===== config.mk =====
export PLATFORM = sky130hd
export DESIGN_NAME = breathing_rate_anomaly_detector_core
export DESIGN_NICKNAME = d
export VERILOG_FILES = /design/src/rtl/brad_pkg.sv /design/src/rtl/brad_front.sv /design/src/rtl/brad_queue.sv /design/src/rtl/brad_back.sv /design/src/rtl/breathing_rate_anomaly_detector_core.sv
export SDC_FILE = /design/constraint.sdc
export NUM_CORES = 1
export LEC_CHECK = 0
export ABC_AREA = 1
export BUFFER_PORTS_ARGS = -buffer_cell sky130_fd_sc_hd__buf_2
export CORE_ASPECT_RATIO = 1.2
export CORE_UTILIZATION = 54
export DETAILED_ROUTE_END_ITERATION = 7
export GPL_TIMING_DRIVEN = 0
export PLACE_DENSITY = 0.84
export SLEW_MARGIN = 20
export SYNTH_ARGS = -nofsm -noshare
export SYNTH_HDL_FRONTEND = slang
export SYNTH_SLANG_ARGS = --single-unit

===== constraint.sdc =====
create_clock -name clk -period 9 [get_ports clk]
set_clock_uncertainty 0.05 [all_clocks]
set_input_delay 0.45 -clock clk [delete_from_list [all_inputs] [get_ports clk]]
set_output_delay 0.45 -clock clk [all_outputs]
set_load 0.01 [all_outputs]

===== src/rtl/brad_pkg.sv =====
// Shared types, constants and register codes of the breathing rate anomaly detector.
`default_nettype none
package brad_pkg;

    localparam int VOTE_MAX    = 8;
    localparam int HEAD_W      = (VOTE_MAX > 1) ? $clog2(VOTE_MAX) : 1;
    localparam int CNT_W       = $clog2(VOTE_MAX + 1);
    localparam int QUEUE_DEPTH = 2;
    localparam int QPTR_W      = $clog2(QUEUE_DEPTH);
    localparam int QCNT_W      = $clog2(QUEUE_DEPTH + 1);

    localparam int RATE_W   = 12;
    localparam int TIME_W   = 16;
    localparam int WIN_W    = 4;
    localparam int PADDR_W  = 5;
    localparam int PDATA_W  = 32;
    localparam int REGIDX_W = 3;

    localparam logic [REGIDX_W-1:0] REG_TACHY_THRESHOLD = 3'd0;
    localparam logic [REGIDX_W-1:0] REG_BRADY_THRESHOLD = 3'd1;
    localparam logic [REGIDX_W-1:0] REG_APNEA_TRIGGER   = 3'd2;
    localparam logic [REGIDX_W-1:0] REG_STRIDE_TIME     = 3'd3;
    localparam logic [REGIDX_W-1:0] REG_HIST_LEN        = 3'd4;
    localparam logic [REGIDX_W-1:0] REG_QUORUM          = 3'd5;

    localparam logic [RATE_W-1:0] TACHY_RESET  = 12'd400;
    localparam logic [RATE_W-1:0] BRADY_RESET  = 12'd128;
    localparam logic [TIME_W-1:0] APNEA_RESET  = 16'd320;
    localparam logic [TIME_W-1:0] STRIDE_RESET = 16'd80;
    localparam logic [WIN_W-1:0]  WINDOW_RESET = 4'd3;
    localparam logic [WIN_W-1:0]  NEEDED_RESET = 4'd3;

    typedef enum logic [1:0] {
        KIND_NONE  = 2'd0,
        KIND_APNEA = 2'd1,
        KIND_FAST  = 2'd2,
        KIND_SLOW  = 2'd3
    } alert_kind_t;

    typedef struct packed {
        logic [RATE_W-1:0] tachy_threshold;
        logic [RATE_W-1:0] brady_threshold;
        logic [TIME_W-1:0] apnea_trigger;
        logic [TIME_W-1:0] stride_time;
        logic [WIN_W-1:0]  hist_len;
        logic [WIN_W-1:0]  quorum;
    } cfg_t;

    typedef struct packed {
        logic              rate_valid;
        logic              fast_vote;
        logic              slow_vote;
        logic [RATE_W-1:0] rate;
    } vote_req_t;

endpackage
`default_nettype wire


===== src/rtl/brad_front.sv =====
// Front stage: classifies each incoming window into fast and slow votes.
`default_nettype none
module brad_front (
    input  wire brad_pkg::cfg_t             cfg,
    input  wire                             in_valid,
    output logic                            in_ready,
    input  wire                             rate_valid,
    input  wire [brad_pkg::RATE_W-1:0]      rate,
    output logic                            push,
    output brad_pkg::vote_req_t             push_req,
    input  wire                             queue_full
);
    import brad_pkg::*;

    always_comb
    begin
        in_ready             = !queue_full;
        push                 = in_valid && !queue_full;
        push_req.rate_valid  = rate_valid;
        push_req.rate        = rate;
        push_req.fast_vote   = rate_valid && (rate > cfg.tachy_threshold);
        push_req.slow_vote   = rate_valid && (rate < cfg.brady_threshold);
    end

endmodule
`default_nettype wire


===== src/rtl/brad_queue.sv =====
// Short queue of classified requests between the front and back stages.
`default_nettype none
module brad_queue (
    input  wire                   clk,
    input  wire                   rst_n,
    input  wire                   push,
    input  wire brad_pkg::vote_req_t push_req,
    output logic                  full,
    input  wire                   pop,
    output logic                  pop_valid,
    output brad_pkg::vote_req_t   pop_req
);
    import brad_pkg::*;

    vote_req_t           mem [QUEUE_DEPTH];
    logic [QPTR_W-1:0]   wr_ptr_reg;
    logic [QPTR_W-1:0]   wr_ptr_next;
    logic [QPTR_W-1:0]   rd_ptr_reg;
    logic [QPTR_W-1:0]   rd_ptr_next;
    logic [QCNT_W-1:0]   count_reg;
    logic [QCNT_W-1:0]   count_next;

    always_comb
    begin
        full      = (count_reg == QCNT_W'(QUEUE_DEPTH));
        pop_valid = (count_reg != '0);
        pop_req   = mem[rd_ptr_reg];

        wr_ptr_next = wr_ptr_reg;
        rd_ptr_next = rd_ptr_reg;
        count_next  = count_reg;
        if (push)
        begin
            wr_ptr_next = (wr_ptr_reg == QPTR_W'(QUEUE_DEPTH - 1)) ? '0 : wr_ptr_reg + 1'b1;
        end
        if (pop)
        begin
            rd_ptr_next = (rd_ptr_reg == QPTR_W'(QUEUE_DEPTH - 1)) ? '0 : rd_ptr_reg + 1'b1;
        end
        if (push && !pop)
        begin
            count_next = count_reg + 1'b1;
        end
        else if (pop && !push)
        begin
            count_next = count_reg - 1'b1;
        end
    end

    always_ff @(posedge clk or negedge rst_n)
    begin
        if (!rst_n)
        begin
            wr_ptr_reg <= '0;
            rd_ptr_reg <= '0;
            count_reg  <= '0;
        end
        else
        begin
            wr_ptr_reg <= wr_ptr_next;
            rd_ptr_reg <= rd_ptr_next;
            count_reg  <= count_next;
        end
    end

    always_ff @(posedge clk)
    begin
        if (push)
        begin
            mem[wr_ptr_reg] <= push_req;
        end
    end

endmodule
`default_nettype wire


===== src/rtl/brad_back.sv =====
// Back stage: apnea timer, vote histories, alert decision and the output register.
`default_nettype none
module brad_back (
    input  wire                         clk,
    input  wire                         rst_n,
    input  wire brad_pkg::cfg_t         cfg,
    input  wire                         req_valid,
    input  wire brad_pkg::vote_req_t    req,
    output logic                        req_pop,
    output logic                        out_valid,
    input  wire                         out_ready,
    output logic [1:0]                  alert_kind,
    output logic [brad_pkg::WIN_W-1:0]  window_used,
    output logic [brad_pkg::WIN_W-1:0]  vote_count,
    output logic [brad_pkg::RATE_W-1:0] alert_rate,
    output logic [brad_pkg::TIME_W-1:0] apnea_time
);
    import brad_pkg::*;

    logic                  occupied_reg;
    logic                  occupied_next;
    logic [TIME_W-1:0]     timer_reg;
    logic [TIME_W-1:0]     timer_next;
    logic [VOTE_MAX-1:0]   fast_reg;
    logic [VOTE_MAX-1:0]   fast_next;
    logic [VOTE_MAX-1:0]   slow_reg;
    logic [VOTE_MAX-1:0]   slow_next;
    logic [HEAD_W-1:0]     head_reg;
    logic [HEAD_W-1:0]     head_next;
    logic [CNT_W-1:0]      fill_reg;
    logic [CNT_W-1:0]      fill_next;
    alert_kind_t           last_reg;
    alert_kind_t           last_next;
    logic                  out_valid_reg;
    logic                  out_valid_next;
    logic [1:0]            kind_reg;
    logic [1:0]            kind_next;
    logic [WIN_W-1:0]      window_reg;
    logic [WIN_W-1:0]      window_next;
    logic [WIN_W-1:0]      count_reg;
    logic [WIN_W-1:0]      count_next;
    logic [RATE_W-1:0]     arate_reg;
    logic [RATE_W-1:0]     arate_next;
    logic [TIME_W-1:0]     atime_reg;
    logic [TIME_W-1:0]     atime_next;

    logic [CNT_W-1:0]      win_eff;
    logic [CNT_W-1:0]      need_eff;
    logic [TIME_W:0]       timer_sum;
    logic [HEAD_W-1:0]     head_eff;
    logic [CNT_W-1:0]      fill_eff;
    logic [CNT_W-1:0]      head_inc;
    logic [CNT_W-1:0]      nfast;
    logic [CNT_W-1:0]      nslow;
    alert_kind_t           cur;

    always_comb
    begin
        req_pop = req_valid && (!out_valid_reg || out_ready);

        if (cfg.hist_len == '0)
        begin
            win_eff = CNT_W'(1);
        end
        else if (32'(cfg.hist_len) > 32'(VOTE_MAX))
        begin
            win_eff = CNT_W'(VOTE_MAX);
        end
        else
        begin
            win_eff = CNT_W'(cfg.hist_len);
        end

        if (cfg.quorum == '0)
        begin
            need_eff = CNT_W'(1);
        end
        else if (32'(cfg.quorum) > 32'(win_eff))
        begin
            need_eff = win_eff;
        end
        else
        begin
            need_eff = CNT_W'(cfg.quorum);
        end

        occupied_next = occupied_reg;
        timer_next    = timer_reg;
        timer_sum     = {1'b0, timer_reg} + {1'b0, cfg.stride_time};
        if (req.rate_valid)
        begin
            occupied_next = 1'b1;
            timer_next    = '0;
        end
        else if (occupied_reg)
        begin
            timer_next = timer_sum[TIME_W] ? '1 : timer_sum[TIME_W-1:0];
        end

        head_eff = (CNT_W'(head_reg) >= win_eff) ? '0 : head_reg;
        fill_eff = (fill_reg > win_eff) ? win_eff : fill_reg;

        fast_next           = fast_reg;
        slow_next           = slow_reg;
        fast_next[head_eff] = req.fast_vote;
        slow_next[head_eff] = req.slow_vote;

        head_inc  = CNT_W'(head_eff) + 1'b1;
        head_next = (head_inc == win_eff) ? '0 : HEAD_W'(head_inc);
        fill_next = (fill_eff < win_eff) ? fill_eff + 1'b1 : fill_eff;

        nfast = '0;
        nslow = '0;
        for (int i = 0; i < VOTE_MAX; i++)
        begin
            if (CNT_W'(i) < fill_next)
            begin
                nfast = nfast + CNT_W'(fast_next[i]);
                nslow = nslow + CNT_W'(slow_next[i]);
            end
        end

        if (occupied_next && (timer_next >= cfg.apnea_trigger))
        begin
            cur = KIND_APNEA;
        end
        else if (nfast >= need_eff)
        begin
            cur = KIND_FAST;
        end
        else if (nslow >= need_eff)
        begin
            cur = KIND_SLOW;
        end
        else
        begin
            cur = KIND_NONE;
        end
        last_next = cur;

        kind_next   = '0;
        window_next = '0;
        count_next  = '0;
        arate_next  = '0;
        atime_next  = '0;
        if ((cur != KIND_NONE) && (cur != last_reg))
        begin
            kind_next   = cur;
            window_next = WIN_W'(win_eff);
            case (cur)
                KIND_APNEA:
                begin
                    count_next = WIN_W'(win_eff);
                    atime_next = timer_next;
                end
                KIND_FAST:
                begin
                    count_next = WIN_W'(nfast);
                    arate_next = req.rate;
                end
                default:
                begin
                    count_next = WIN_W'(nslow);
                    arate_next = req.rate;
                end
            endcase
        end

        if (req_pop)
        begin
            out_valid_next = 1'b1;
        end
        else if (out_ready)
        begin
            out_valid_next = 1'b0;
        end
        else
        begin
            out_valid_next = out_valid_reg;
        end
    end

    always_ff @(posedge clk or negedge rst_n)
    begin
        if (!rst_n)
        begin
            occupied_reg  <= 1'b0;
            timer_reg     <= '0;
            fast_reg      <= '0;
            slow_reg      <= '0;
            head_reg      <= '0;
            fill_reg      <= '0;
            last_reg      <= KIND_NONE;
            out_valid_reg <= 1'b0;
        end
        else
        begin
            out_valid_reg <= out_valid_next;
            if (req_pop)
            begin
                occupied_reg <= occupied_next;
                timer_reg    <= timer_next;
                fast_reg     <= fast_next;
                slow_reg     <= slow_next;
                head_reg     <= head_next;
                fill_reg     <= fill_next;
                last_reg     <= last_next;
            end
        end
    end

    always_ff @(posedge clk)
    begin
        if (req_pop)
        begin
            kind_reg   <= kind_next;
            window_reg <= window_next;
            count_reg  <= count_next;
            arate_reg  <= arate_next;
            atime_reg  <= atime_next;
        end
    end

    assign out_valid   = out_valid_reg;
    assign alert_kind  = kind_reg;
    assign window_used = window_reg;
    assign vote_count  = count_reg;
    assign alert_rate  = arate_reg;
    assign apnea_time  = atime_reg;

endmodule
`default_nettype wire


===== src/rtl/breathing_rate_anomaly_detector_core.sv =====
// Top level of the breathing rate anomaly detector: register file, front, queue and back.
//
//   Channel   Handshake               Payload
//   input     in_valid / in_ready     rate_valid, rate
//   output    out_valid / out_ready   alert_kind, window_used, vote_count, alert_rate,
//                                     apnea_time
//   config    APB (psel, penable)     paddr, pwdata, prdata
//
// One request is taken every cycle while in_ready is high; it is written into the queue, and its
// result is loaded into the output register at the edge that pops it, to be taken at the next edge.
// The back stage updates the timer and vote histories as it pops a request, so the rate is set by
// the output register: a result that is not taken stalls the back stage, and the two-entry
// queue then fills and drops in_ready. Reset clears control state and loads the register defaults.
`default_nettype none
module breathing_rate_anomaly_detector_core (
    input  wire                            clk,
    input  wire                            rst_n,
    input  wire                            in_valid,
    output logic                           in_ready,
    input  wire                            rate_valid,
    input  wire [brad_pkg::RATE_W-1:0]     rate,
    output logic                           out_valid,
    input  wire                            out_ready,
    output logic [1:0]                     alert_kind,
    output logic [brad_pkg::WIN_W-1:0]     window_used,
    output logic [brad_pkg::WIN_W-1:0]     vote_count,
    output logic [brad_pkg::RATE_W-1:0]    alert_rate,
    output logic [brad_pkg::TIME_W-1:0]    apnea_time,
    input  wire                            psel,
    input  wire                            penable,
    input  wire                            pwrite,
    input  wire [brad_pkg::PADDR_W-1:0]    paddr,
    input  wire [brad_pkg::PDATA_W-1:0]    pwdata,
    output logic [brad_pkg::PDATA_W-1:0]   prdata,
    output logic                           pready
);
    import brad_pkg::*;

    cfg_t                cfg_reg;
    cfg_t                cfg_next;
    logic [REGIDX_W-1:0] reg_idx;
    logic                wr_en;
    logic                push;
    vote_req_t           push_req;
    logic                queue_full;
    logic                pop;
    logic                pop_valid;
    vote_req_t           pop_req;

    always_comb
    begin
        pready   = 1'b1;
        reg_idx  = paddr[PADDR_W-1:2];
        wr_en    = psel && penable && pwrite;
        cfg_next = cfg_reg;
        if (wr_en)
        begin
            case (reg_idx)
                REG_TACHY_THRESHOLD: cfg_next.tachy_threshold = pwdata[RATE_W-1:0];
                REG_BRADY_THRESHOLD: cfg_next.brady_threshold = pwdata[RATE_W-1:0];
                REG_APNEA_TRIGGER:   cfg_next.apnea_trigger   = pwdata[TIME_W-1:0];
                REG_STRIDE_TIME:     cfg_next.stride_time     = pwdata[TIME_W-1:0];
                REG_HIST_LEN:        cfg_next.hist_len        = pwdata[WIN_W-1:0];
                REG_QUORUM:          cfg_next.quorum          = pwdata[WIN_W-1:0];
                default:             cfg_next                 = cfg_reg;
            endcase
        end

        case (reg_idx)
            REG_TACHY_THRESHOLD: prdata = PDATA_W'(cfg_reg.tachy_threshold);
            REG_BRADY_THRESHOLD: prdata = PDATA_W'(cfg_reg.brady_threshold);
            REG_APNEA_TRIGGER:   prdata = PDATA_W'(cfg_reg.apnea_trigger);
            REG_STRIDE_TIME:     prdata = PDATA_W'(cfg_reg.stride_time);
            REG_HIST_LEN:        prdata = PDATA_W'(cfg_reg.hist_len);
            REG_QUORUM:          prdata = PDATA_W'(cfg_reg.quorum);
            default:             prdata = '0;
        endcase
    end

    always_ff @(posedge clk or negedge rst_n)
    begin
        if (!rst_n)
        begin
            cfg_reg.tachy_threshold <= TACHY_RESET;
            cfg_reg.brady_threshold <= BRADY_RESET;
            cfg_reg.apnea_trigger   <= APNEA_RESET;
            cfg_reg.stride_time     <= STRIDE_RESET;
            cfg_reg.hist_len        <= WINDOW_RESET;
            cfg_reg.quorum          <= NEEDED_RESET;
        end
        else
        begin
            cfg_reg <= cfg_next;
        end
    end

    brad_front u_front (
        .cfg        (cfg_reg),
        .in_valid   (in_valid),
        .in_ready   (in_ready),
        .rate_valid (rate_valid),
        .rate       (rate),
        .push       (push),
        .push_req   (push_req),
        .queue_full (queue_full)
    );

    brad_queue u_queue (
        .clk       (clk),
        .rst_n     (rst_n),
        .push      (push),
        .push_req  (push_req),
        .full      (queue_full),
        .pop       (pop),
        .pop_valid (pop_valid),
        .pop_req   (pop_req)
    );

    brad_back u_back (
        .clk         (clk),
        .rst_n       (rst_n),
        .cfg         (cfg_reg),
        .req_valid   (pop_valid),
        .req         (pop_req),
        .req_pop     (pop),
        .out_valid   (out_valid),
        .out_ready   (out_ready),
        .alert_kind  (alert_kind),
        .window_used (window_used),
        .vote_count  (vote_count),
        .alert_rate  (alert_rate),
        .apnea_time  (apnea_time)
    );

endmodule
`default_nettype wire

==> metrics <==
status=finished, violations left; violated checks=DRC, setup timing; startpoint type of the worst setup path=flop; number of iterations in the first detailed-routing pass=8; die boundary width=~140 um; starting density of the core=0.553; post-synthesis instance total=1452; clock slew seen by the registers of the worst setup and hold paths=around 80 ps; Post-synth EDFFs=68; total global routing track utilization=0.305; final wirelength=36200 um; antenna violations before repair=2; clock sink total=approximately 180; post-placement cell count=roughly 1800; Core Box Area=21100 um2; CP max stage cell=sky130_fd_sc_hd__dfstp_2; post-route antenna net violation count=0; reg2reg setup slack=-130 ps; area of the die=about 22000 um2; CP peak stage delay=540 ps; crit path time final=9130 ps; capture endpoint of the worst hold path=u_back.out_valid; count of final hold-check violations=0; maximum clock path buffer count=2; Setup WS post-layout=-128 ps; library cell with the largest summed area after synthesis=sky130_fd_sc_hd__dfrtp_1; number of failing setup endpoints in the final timing report=29; RD Place Congestion=around 0.94; worst path required time=approximately 9300 ps; DRC=1; post-detail-place hpwl=approximately 23000 um; via count=between 10000 and 15000; Skew-Pair Late Insertion Delay=~460 ps; Post-Syn Area=~12000 um2; cell type group with the largest total delay on the critical path=simple AND/OR/NAND/NOR gates; Critical Path AT=~9400 ps; H-Tree Depth=4; cell types occupying the most area after synthesis=sky130_fd_sc_hd__dfrtp_1 (21%), sky130_fd_sc_hd__edfxtp_1 (17%), sky130_fd_sc_hd__nand2_1 (13%); beginning of the worst register-to-register path=cfg_reg[5]; number of input and output port buffers inserted=between 90 and 100; root buffer cell=sky130_fd_sc_hd__clkbuf_16; Slew headroom=0.347; layout cell share with drive strength beyond 1=0.231; wire length per cell=approximately 19 um; critical register-to-register path endpoint=u_back.alert_rate[3]; Row Count=between 50 and 60; achievable clock frequency=~110 MHz; number of cells traversed by the worst register-to-register path=58; endpoint kind of the worst setup timing path=flop; proportion of register bits with asynchronous set or reset after synthesis=0.620; first-pass GRT wire length=between 50000 and 60000 um; number of nets in the final layout=~1800; largest net degree at the start of global routing=64; post-route clock period utilization=1.01; peak fanout along the critical path=7; area grow syn2layout=23.6%; area used by multi-input combinational logic=6670 um2; count of non-filler cells in the finished layout=between 1500 and 2000; Synth cell types=52; Setup CP Type=flop to flop; number of clock buffers inserted by TritonCTS=17; filler cell count in the final layout=approximately 1500; Least-Margin Pin Slew=approximately 950 ps; register area=4830 um2; die boundary height=between 150 and 200 um; ports placed on the boundary=130; Seq/Total Area, Yosys=0.414; hold-critical path depth=2; total count of max-transition violations in the final report=0; launch point of the worst hold path=out_ready; number of global-route vias before repair=10800; Hold/Removal Path Class=primary input to flop; yosys synthesis warning count=0; Via-to-Cell Ratio=5.96; drt first-iter violations=1400; commonest non-fill, non-tap cell in the layout=sky130_fd_sc_hd__nand2_1; total congestion overflow after global routing=0; commonest cells after routing, fill and taps aside=sky130_fd_sc_hd__nand2_1 (365), sky130_fd_sc_hd__inv_1 (164), sky130_fd_sc_hd__o21ai_0 (123); count of buffer and inverter cells on the critical path=14; average cell area after synthesis=roughly 8 um2; predominant post-synthesis flop cell=sky130_fd_sc_hd__dfrtp_1; clock tree from TritonCTS=done; share of Yosys cell area claimed by the top area cell type=0.212; number of max-cap violations=0; FF+latch count, synth=about 180; Largest register FFs=64; launch point of the worst path=cfg_reg[5]
[stage by stage]
stage | utilization | setup WS [ps] | hold slack (ps) | setup TNS [ps] | area, um2
floorplan | - | 9.77 | 104 | 0 | 11700
global placement | 0.594 | -1170 | 412 | -31940 | 12500
detailed placement | 0.596 | -1350 | 415 | -39300 | 12600
CTS | 0.652 | 4.64 | 134 | 0 | 13800
global route | 0.683 | -481 | 170 | -15590 | 14400
finish | 0.683 | -128 | 165 | -2790 | 14400
[how the worst max path moves through the flow]
stage	end	depth (start not counted)
6_report	u_back.alert_rate[3]	58
5_1_grt	u_back.apnea_time[14]	61
4_1_cts	u_back.apnea_time[9]	61
3_5_place_dp	u_back.apnea_time[9]	64
3_3_place_gp	u_back.apnea_time[9]	64
2_1_floorplan	u_back.apnea_time[12]	59
[per-layer routing]
layer	global-route usage	wire (um)	share of wire
met1	0.354	13100	0.36
met2	0.521	17700	0.49
met3	0.0565	2980	0.082
met4	0.182	2390	0.066
met5	0	13	0.00036
[worst register-to-register path: cells and delay by family (launching register included)]
kind / cells / cell delay (ps)
AOI/OAI and AO/OA: 5 / 1010
xor gates and xnor gates: 1 / 240
adders and majority gates: 10 / 2350
buffers and inverters: 14 / 1390
DFF: 1 / 540
and+or+nand+nor: 28 / 3380
[synth_stat cells, drive strengths merged (4+ instances only)]
cell type / number
edfxtp: 68
nand4: 9
nand2: 421
nand3: 75
nor3: 13
and2: 7
xor2: 17
dfrtp: 99
a21oi: 65
buf: 22
a22oi: 9
o221ai: 11
nor2: 93
ha: 108
o211ai: 8
inv: 186
o21ai: 143
o21bai: 4
or2: 17
xnor2: 4
dfstp: 12
clkbuf: 30
nand3b: 4
[cell families after synthesis]
family,after synthesis,synth area share
flops,179,0.414
other cells,2,0.000643
fa+ha+maj,109,0.117
compound gates,263,0.129
mux,1,0.000857
simple gates,639,0.239
buf+inv,238,0.0834
xor+xnor,21,0.0164
[final cells by class]
class	count	share of cell area
antenna	1	0.000173
tap	270	0.0234
inverter	186	0.0494
buffer	52	0.0218
sequential	179	0.335
clock inverter	13	0.00980
clock buffer	19	0.0300
multi-input combinational	1050	0.462
timing repair buffer	149	0.0683
[timing repair]
item | 4_1_cts | 5_1_grt
endpoints found under the hold margin | 60 | 0
hold buffers | 1 | 0
gates resized for setup | 61 | 109
setup buffers | 35 | 17
pin swaps | 30 | 71
endpoints found under the setup margin | 40 | 38
gates cloned | 2 | 0
Power is not shown: default switching activity piles up to over one toggle a cycle in this logic, so the estimate is an artifact.
